==> config.mk <==
export PLATFORM = sky130hd
export DESIGN_NAME = tumbling_window_vector_mean
export DESIGN_NICKNAME = d
export VERILOG_FILES = /design/src/twvm_pkg.sv /design/src/twvm_ctrl.sv /design/src/twvm_datapath.sv /design/src/tumbling_window_vector_mean.sv
export SDC_FILE = /design/constraint.sdc
export NUM_CORES = 2
export LEC_CHECK = 0
export ABC_AREA = 1
export BUFFER_PORTS_ARGS = -buffer_cell sky130_fd_sc_hd__buf_4
export CORE_AREA = 2 2 352 354
export DETAILED_ROUTE_END_ITERATION = 12
export DIE_AREA = 0 0 354 356
export PLACE_DENSITY = 0.61
export SLEW_MARGIN = 20
export SYNTH_ARGS = -nofsm -noshare
export SYNTH_HDL_FRONTEND = slang
export SYNTH_SLANG_ARGS = --single-unit
==> constraint.sdc <==
create_clock -name aclk -period 9.1 [get_ports aclk]
set_clock_uncertainty 0.15 [all_clocks]
set_input_delay 1.82 -clock aclk [delete_from_list [all_inputs] [get_ports aclk]]
set_output_delay 1.82 -clock aclk [all_outputs]
set_load 0.02 [all_outputs]
==> src/twvm_pkg.sv <==
// ----------------------------------------------------------------------------
// twvm_pkg
// Shared widths, constants and the controller command bundle.
// ----------------------------------------------------------------------------
package twvm_pkg;

    localparam int LANES     = 4;
    localparam int TIME_W    = 32;
    localparam int SAMPLE_W  = 16;
    localparam int SUM_W     = 40;
    localparam int MEAN_W    = 24;
    localparam int FRAC_BITS = 8;
    localparam int WLEN_W    = 16;

    // Quotient bits produced by the restoring divider, one per step
    localparam int DIV_STEPS  = MEAN_W;
    localparam int STEP_CNT_W = $clog2(DIV_STEPS);

    // Magnitude bits that enter the quotient shift register
    localparam int MAG_LO_W = MEAN_W - FRAC_BITS;
    // Magnitude bits that form the starting remainder
    localparam int MAG_HI_W = SUM_W - MAG_LO_W;

    localparam int IN_DATA_W  = TIME_W + LANES * SAMPLE_W;
    localparam int OUT_DATA_W = LANES * MEAN_W;

    localparam logic [WLEN_W-1:0] WLEN_RESET = WLEN_W'(3);

    // Commands from the controller to the datapath
    typedef struct packed {
        logic load_in;   // capture the input transfer
        logic update;    // window decision and lane sum update
        logic prep;      // magnitude, overflow check, divider setup
        logic step;      // one restoring division step per lane
        logic load_out;  // move the means into the output register
    } twvm_cmd_t;

endpackage

==> src/twvm_ctrl.sv <==
// ----------------------------------------------------------------------------
// twvm_ctrl
// Sequencer for one item: capture, update, divider setup, division steps and
// handoff to the output register.
// ----------------------------------------------------------------------------
module twvm_ctrl (
    input  logic                aclk,
    input  logic                aresetn,
    input  logic                s_tvalid,
    output logic                s_tready,
    output logic                m_tvalid,
    input  logic                m_tready,
    output twvm_pkg::twvm_cmd_t cmd
);
    import twvm_pkg::*;

    typedef enum logic [2:0] {
        ST_IDLE,
        ST_UPDATE,
        ST_PREP,
        ST_DIV,
        ST_FINISH
    } state_t;

    state_t                state_reg, state_next;
    logic [STEP_CNT_W-1:0] count_reg, count_next;
    logic                  m_tvalid_reg, m_tvalid_next;
    logic                  out_free;

    assign s_tready = (state_reg == ST_IDLE);
    assign m_tvalid = m_tvalid_reg;
    assign out_free = !m_tvalid_reg || m_tready;

    // Decode commands from the current state
    always_comb begin
        cmd          = '0;
        cmd.load_in  = (state_reg == ST_IDLE) && s_tvalid;
        cmd.update   = (state_reg == ST_UPDATE);
        cmd.prep     = (state_reg == ST_PREP);
        cmd.step     = (state_reg == ST_DIV);
        cmd.load_out = (state_reg == ST_FINISH) && out_free;
    end

    // Next state, step count and output valid
    always_comb begin
        state_next    = state_reg;
        count_next    = count_reg;
        m_tvalid_next = m_tvalid_reg;
        if (m_tvalid_reg && m_tready) begin
            m_tvalid_next = 1'b0;
        end
        case (state_reg)
            ST_IDLE: begin
                if (s_tvalid) begin
                    state_next = ST_UPDATE;
                end
            end
            ST_UPDATE: begin
                state_next = ST_PREP;
            end
            ST_PREP: begin
                count_next = '0;
                state_next = ST_DIV;
            end
            ST_DIV: begin
                count_next = count_reg + STEP_CNT_W'(1);
                if (count_reg == STEP_CNT_W'(DIV_STEPS - 1)) begin
                    state_next = ST_FINISH;
                end
            end
            ST_FINISH: begin
                if (out_free) begin
                    m_tvalid_next = 1'b1;
                    state_next    = ST_IDLE;
                end
            end
            default: begin
                state_next = ST_IDLE;
            end
        endcase
    end

    // Hold state and registered outputs
    always_ff @(posedge aclk) begin
        if (!aresetn) begin
            state_reg    <= ST_IDLE;
            count_reg    <= '0;
            m_tvalid_reg <= 1'b0;
        end else begin
            state_reg    <= state_next;
            count_reg    <= count_next;
            m_tvalid_reg <= m_tvalid_next;
        end
    end

endmodule

==> src/twvm_datapath.sv <==
// ----------------------------------------------------------------------------
// twvm_datapath
// Window state, saturating lane sums, one restoring divider per lane and the
// output register.
// ----------------------------------------------------------------------------
module twvm_datapath (
    input  logic                                aclk,
    input  logic                                aresetn,
    input  twvm_pkg::twvm_cmd_t                 cmd,
    input  logic                                cfg_wr_en,
    input  logic [twvm_pkg::WLEN_W-1:0]         cfg_wr_data,
    input  logic [twvm_pkg::IN_DATA_W-1:0]      s_tdata,
    output logic [twvm_pkg::OUT_DATA_W-1:0]     m_tdata,
    output logic                                m_tuser
);
    import twvm_pkg::*;

    localparam logic [MEAN_W-1:0] MEAN_MAX = {1'b0, {(MEAN_W-1){1'b1}}};
    localparam logic [MEAN_W-1:0] MEAN_MIN = {1'b1, {(MEAN_W-1){1'b0}}};

    // Window state and configuration
    logic                       started_reg;
    logic [TIME_W-1:0]          mark_reg;
    logic [WLEN_W-1:0]          wlen_reg;
    logic                       open_reg;
    logic [WLEN_W-1:0]          div_reg;

    // Captured input
    logic [TIME_W-1:0]          time_reg;
    logic signed [SAMPLE_W-1:0] samp_reg [LANES];

    // Per-lane sums and divider state
    logic signed [SUM_W-1:0]    sum_reg  [LANES];
    logic                       neg_reg  [LANES];
    logic                       ovf_reg  [LANES];
    logic [WLEN_W-1:0]          rem_reg  [LANES];
    logic [MEAN_W-1:0]          quo_reg  [LANES];

    logic [OUT_DATA_W-1:0]      m_tdata_reg;
    logic                       m_tuser_reg;

    logic [TIME_W-1:0]          span;
    logic                       open_now;
    logic [WLEN_W-1:0]          div_now;

    assign m_tdata = m_tdata_reg;
    assign m_tuser = m_tuser_reg;

    // Window decision from the distance to the mark
    always_comb begin
        span     = time_reg - mark_reg;
        open_now = !started_reg || (span > TIME_W'(wlen_reg));
        if (open_now || (span[WLEN_W-1:0] == '0)) begin
            div_now = WLEN_W'(1);
        end else begin
            div_now = span[WLEN_W-1:0];
        end
    end

    // Configuration and window state
    always_ff @(posedge aclk) begin
        if (!aresetn) begin
            wlen_reg    <= WLEN_RESET;
            started_reg <= 1'b0;
            mark_reg    <= '0;
        end else begin
            if (cfg_wr_en) begin
                wlen_reg <= cfg_wr_data;
            end
            if (cmd.update && open_now) begin
                started_reg <= 1'b1;
                mark_reg    <= time_reg - TIME_W'(1);
            end
        end
    end

    // Capture the input transfer and the window decision
    always_ff @(posedge aclk) begin
        if (cmd.load_in) begin
            time_reg <= s_tdata[TIME_W-1:0];
        end
        if (cmd.update) begin
            open_reg <= open_now;
            div_reg  <= div_now;
        end
    end

    for (genvar l = 0; l < LANES; l++) begin : g_lane
        logic signed [SUM_W:0]     sum_wide;
        logic signed [SUM_W-1:0]   sum_sat;
        logic [SUM_W-1:0]          mag;
        logic [MAG_HI_W-1:0]       mag_hi;
        logic [WLEN_W:0]           trial;
        logic                      ge;
        logic [MEAN_W-1:0]         mean;

        // Saturating accumulate
        always_comb begin
            sum_wide = (SUM_W+1)'(sum_reg[l]) + (SUM_W+1)'(samp_reg[l]);
            if (sum_wide[SUM_W] != sum_wide[SUM_W-1]) begin
                sum_sat = sum_wide[SUM_W] ? {1'b1, {(SUM_W-1){1'b0}}}
                                          : {1'b0, {(SUM_W-1){1'b1}}};
            end else begin
                sum_sat = sum_wide[SUM_W-1:0];
            end
        end

        // Magnitude of the sum; the most negative sum maps to 2^(SUM_W-1)
        always_comb begin
            mag    = sum_reg[l][SUM_W-1] ? (~sum_reg[l] + SUM_W'(1)) : sum_reg[l];
            mag_hi = mag[SUM_W-1:MAG_LO_W];
        end

        // One restoring division step
        always_comb begin
            trial = {rem_reg[l], quo_reg[l][MEAN_W-1]};
            ge    = (trial >= {1'b0, div_reg});
        end

        // Apply sign and clamp to the mean range
        always_comb begin
            if (ovf_reg[l]) begin
                mean = neg_reg[l] ? MEAN_MIN : MEAN_MAX;
            end else if (neg_reg[l]) begin
                mean = (quo_reg[l] > MEAN_MIN) ? MEAN_MIN : (~quo_reg[l] + MEAN_W'(1));
            end else begin
                mean = (quo_reg[l] > MEAN_MAX) ? MEAN_MAX : quo_reg[l];
            end
        end

        // Lane sum, reset to zero
        always_ff @(posedge aclk) begin
            if (!aresetn) begin
                sum_reg[l] <= '0;
            end else if (cmd.update) begin
                sum_reg[l] <= open_now ? SUM_W'(samp_reg[l]) : sum_sat;
            end
        end

        // Sample capture and divider registers
        always_ff @(posedge aclk) begin
            if (cmd.load_in) begin
                samp_reg[l] <= s_tdata[TIME_W + l*SAMPLE_W +: SAMPLE_W];
            end
            if (cmd.prep) begin
                neg_reg[l] <= sum_reg[l][SUM_W-1];
                ovf_reg[l] <= (mag_hi >= MAG_HI_W'(div_reg));
                rem_reg[l] <= mag_hi[WLEN_W-1:0];
                quo_reg[l] <= {mag[MAG_LO_W-1:0], {FRAC_BITS{1'b0}}};
            end else if (cmd.step) begin
                rem_reg[l] <= ge ? WLEN_W'(trial - {1'b0, div_reg}) : trial[WLEN_W-1:0];
                quo_reg[l] <= {quo_reg[l][MEAN_W-2:0], ge};
            end
            if (cmd.load_out) begin
                m_tdata_reg[l*MEAN_W +: MEAN_W] <= mean;
            end
        end
    end

    // Window flag travels with the means
    always_ff @(posedge aclk) begin
        if (cmd.load_out) begin
            m_tuser_reg <= open_reg;
        end
    end

endmodule

==> src/tumbling_window_vector_mean.sv <==
// ----------------------------------------------------------------------------
// tumbling_window_vector_mean
// Running mean per lane over a tumbling time window, Q16.8 results.
// ----------------------------------------------------------------------------
// Input stream s_*: one transfer carries a time stamp and four signed samples.
// Output stream m_*: one transfer per input carries four Q16.8 lane means in
// m_tdata and, in m_tuser, a flag that is set when that input opened a window.
// cfg_wr_en / cfg_wr_data write the window length; write only while idle.
// Each item passes through capture, window update, divider setup, the 24
// steps of the per-lane restoring divider and handoff to the output
// register; the next item is taken only after that handoff. s_tready is
// high again in the cycle the result appears, so the next item is taken
// while a result waits in the output register.
// If the receiver stalls, the result holds in the output register; the next
// item is still taken and worked on, then waits until the register is free.
// Reset clears the window state, the lane sums and the output valid and sets
// the window length to 3; the first item after reset always opens a window.
// ----------------------------------------------------------------------------
module tumbling_window_vector_mean (
    input  logic                                aclk,
    input  logic                                aresetn,
    input  logic                                cfg_wr_en,
    input  logic [twvm_pkg::WLEN_W-1:0]         cfg_wr_data,  // window_length
    input  logic                                s_tvalid,
    output logic                                s_tready,
    // time_stamp, sample_0, sample_1, sample_2, sample_3
    input  logic [twvm_pkg::IN_DATA_W-1:0]      s_tdata,
    output logic                                m_tvalid,
    input  logic                                m_tready,
    // mean_0, mean_1, mean_2, mean_3
    output logic [twvm_pkg::OUT_DATA_W-1:0]     m_tdata,
    output logic                                m_tuser       // window_opened
);
    import twvm_pkg::*;

    twvm_cmd_t cmd;

    // Item sequencer
    twvm_ctrl u_ctrl (
        .aclk     (aclk),
        .aresetn  (aresetn),
        .s_tvalid (s_tvalid),
        .s_tready (s_tready),
        .m_tvalid (m_tvalid),
        .m_tready (m_tready),
        .cmd      (cmd)
    );

    // Sums, dividers and output register
    twvm_datapath u_datapath (
        .aclk        (aclk),
        .aresetn     (aresetn),
        .cmd         (cmd),
        .cfg_wr_en   (cfg_wr_en),
        .cfg_wr_data (cfg_wr_data),
        .s_tdata     (s_tdata),
        .m_tdata     (m_tdata),
        .m_tuser     (m_tuser)
    );

endmodule

==> results.ini <==
[global_route]
grt_antenna_before_repair=2
grt_util_all_layers=0.234
first_pass_grt_wire_length_microns=236000
overflow=0
largest_net_degree_at_the_start_of_global_routing=109
number_of_global_route_vias_before_repair=43100

[clock_network]
cts_htree_levels=3
post_cts.repair.setup_buffers=0
post_cts_resize_count=0
tritoncts=built
cts-root-to-sink-buffers=3
numClockSinks=596
ctsRootBufferMaster=clkbuf_16
clock_latency_ns=0.68
cts_inserted_buffers=74
count_of_hold_fix_buffers_inserted_at_cts=0
path_clk_slew_ns=0.06

[logic_synthesis]
netlist_instances=6692
ys.warnings.count=0
yosysTopAreaCell=edfxtp_1
synth_top_area_cells=edfxtp_1, nand2_1, ha_1, inv_1, a21oi_1
proportion_of_synthesized_chip_area_in_sequential_cells=0.356
yosys.area.top_type_share=0.332
syn_nets=7163
synth.lib_cells_used.distinct=54
synth_area_per_cell_sq_um=7.27
synthesized_cell_area_sq_mm=0.0487
yosys_reg_bits=596

[timing]
fin_crit_ns=5.56
setup_viol=0
grt_setup_unrepaired=no
worst-slew-pin-transition_ns=1.12
timing_max_transition_violations_final=0
fin_worst_hold_slack_ns=0.266
final-hold-violation-count=0
fmax_mhz=180
post-route-period-util=0.611
totalNegativeSetupSlack_ns=0
maxSlewHeadroom=0.251

[critical_path]
setup.worst_path.start=u_datapath.time_reg[0]
regToRegEndpoint=u_datapath.sum_reg[0][8]
critPathCapture=u_datapath.sum_reg[0][8]
worst_path_largest_cell_delay_ns=0.73
timing.critical_path.to_type=register
worstPathArrival_ns=5.91
setup.worst_path.class=reg2reg
timing.critical_path.mode_cell=nand2_1
ff2ff_path_depth=27
worst-endpoint-required_ns=9.45
setup.reg_to_reg.worst_slack_ns=3.54
critPathLaunchType=register
timing.critical_path.fanout_max=49
rr_startpoint=u_datapath.time_reg[0]
critical_path.slowest_cell=inv_2

[finish]
antenna_cells=0
ff_latch_area_sq_mm=0.0173
final_design_area_no_fill_sq_mm=0.0542
nets=7311
flip_flop_count_of_the_largest_register_all_copies_and_words_added=160
layout_cells_sized_above_1=0.0593
area_growth_syn_to_layout_pct=11.5
multi_input_logic_area_sq_mm=0.0277
filler_cell_count=12800

[floorplanning]
start_util=0.397
overall_die_area_sq_mm=0.126
coreArea_sq_mm=0.123
floorplan.die.width_microns=354
rows=129
chipHeight_microns=356
pin_count=216

[detailed_routing]
detailed_route_vias_per_instance=5.28
antenna_violating_nets_post_route=0
detailedRoute.firstPassIterationCount=6
finalWirelength_microns=151000
number_of_drc_markers_after_the_initial_detailed_route_iteration=3388
drt_drc_violations_left=0
vias=45000
avgRoutedWirePerCell_microns=17.6

[power]
vdd_drop_max_uv=171
power_density_mw_per_mm2=219
power.leakage_nw=24.2

[placed_design]
area_after_dpl_sq_mm=0.0518
globalplace.congestion=0.966
numPortBuffers=215
dp_hpwl_microns=116000

[job]
max_cap_violations=0

[status]
outcome=complete, no violations

[hold_path]
min_path_type=reg2reg

cells in the mapped netlist, drive strengths merged:
cell / instances
o211ai: 28
o22ai: 1
o21ai: 518
nor3: 127
clkbuf: 96
nor4: 32
o221a: 2
a41oi: 1
o2111ai: 1
nand3: 304
o41ai: 6
a211oi: 8
nand4: 79
or3: 1
a31oi: 29
o221ai: 9
clkinv: 2
xnor2: 105
nor3b: 2
buf: 71
a21oi: 545
ha: 345
or2: 16
and3: 3
edfxtp: 538
o2bb2ai: 1
nand2: 1836
and2: 5
o21a: 13
o31ai: 12
a311oi: 5
a21o: 14
a21boi: 12
nand3b: 37
o21bai: 30
dfxtp: 58
xor2: 302
fa: 9
nor2: 712
inv: 777
stage by stage:
| step | util | power [mW] | setup WS [ns] | instances |
|---|---|---|---|---|
| 6_report | 0.442 | 11.9 | 3.54 | 8533 |
| 5_1_grt | 0.442 | 12.8 | 2.98 | 8533 |
| 4_1_cts | 0.442 | 11.9 | 3.52 | 8531 |
| 3_5_place_dp | 0.422 | 8.86 | 3.56 | 8399 |
| 3_3_place_gp | 0.422 | 8.82 | 3.64 | 8399 |
| 2_1_floorplan | - | 7.53 | 2.48 | 6692 |
area by class of cell:
class	count	share of cell area
clock buffers	89	0.0375
repair buffers	239	0.0334
well taps	1637	0.0378
flip-flops and latches	596	0.319
inverters	779	0.0540
clock inverters	43	0.00738
multi-input cells	5150	0.511
where the power goes:
part / switching [mW] / internal [mW] / total (mW) / leakage [nW]
logic: 3.31 / 1.67 / 4.98 / 17.3
registers: 0.407 / 3.50 / 3.91 / 5.68
clock network: 1.24 / 1.77 / 3.01 / 1.19
total: 4.96 / 6.94 / 11.9 / 24.2
cells in the final DEF (no fill, tap or decap), types with 12 or more instances in the layout:
cell       synthesis  routed
a31oi_1           29      29
nand4_1           79      79
nand3_1          304     304
clkbuf_16          0      79
nor2_1           707     703
inv_1            767     767
o21bai_1          30      30
o21a_1            13      13
o211ai_1          28      28
edfxtp_1         538     538
xor2_1           302     302
dfxtp_1           58      58
buf_4              6     237
nand2_1         1833    1830
xnor2_1          105     105
or2_2             16      16
nor3_1           122     119
clkinv_2           0      14
ha_1             345     345
o31ai_1           12      12
a21boi_0          12      12
a21oi_1          545     545
a21o_1            14      14
nand3b_1          37      37
nor4_1            30      30
o21ai_0          517     517
critical path, delay by kind of cell, from the launching register on:
| family | cells | cell delay (ns) |
|---|---|---|
| and+or+nand+nor | 18 | 2.03 |
| buffers and inverters | 4 | 1.54 |
| adders and majority gates | 3 | 0.83 |
| DFF | 1 | 0.41 |
| xor gates and xnor gates | 1 | 0.19 |
| AOI/OAI and AO/OA | 1 | 0.17 |
worst min-delay path by stage:
stage	from	to	depth (start not counted)
after floorplan	u_datapath.open_reg	u_datapath.m_tuser	0
after global placement	u_datapath.open_reg	u_datapath.m_tuser	0
after detailed placement	u_datapath.open_reg	u_datapath.m_tuser	0
after CTS	u_datapath.open_reg	u_datapath.m_tuser	0
after global routing	u_datapath.open_reg	u_datapath.m_tuser	0
final	u_datapath.open_reg	u_datapath.m_tuser	0
per-layer routing:
| layer | up-vias | share of wire | GRT usage |
|---|---|---|---|
| met1 | 21000 | 0.47 | 0.322 |
| met2 | 1203 | 0.46 | 0.385 |
| li1 | 22600 | - | - |
| met4 | 2 | 0.025 | 0.0667 |
| met5 | - | 0.00011 | 0 |
| met3 | 218 | 0.053 | 0.0291 |
kinds of logic after synthesis:
kind of cell,after synthesis,share of synthesized area
simple gates,3154,0.266
xor+xnor,407,0.0733
flops,596,0.356
compound gates,1235,0.136
fa+ha+maj,354,0.0924
buf+inv,946,0.0762
(Power assumes the default switching activity.)
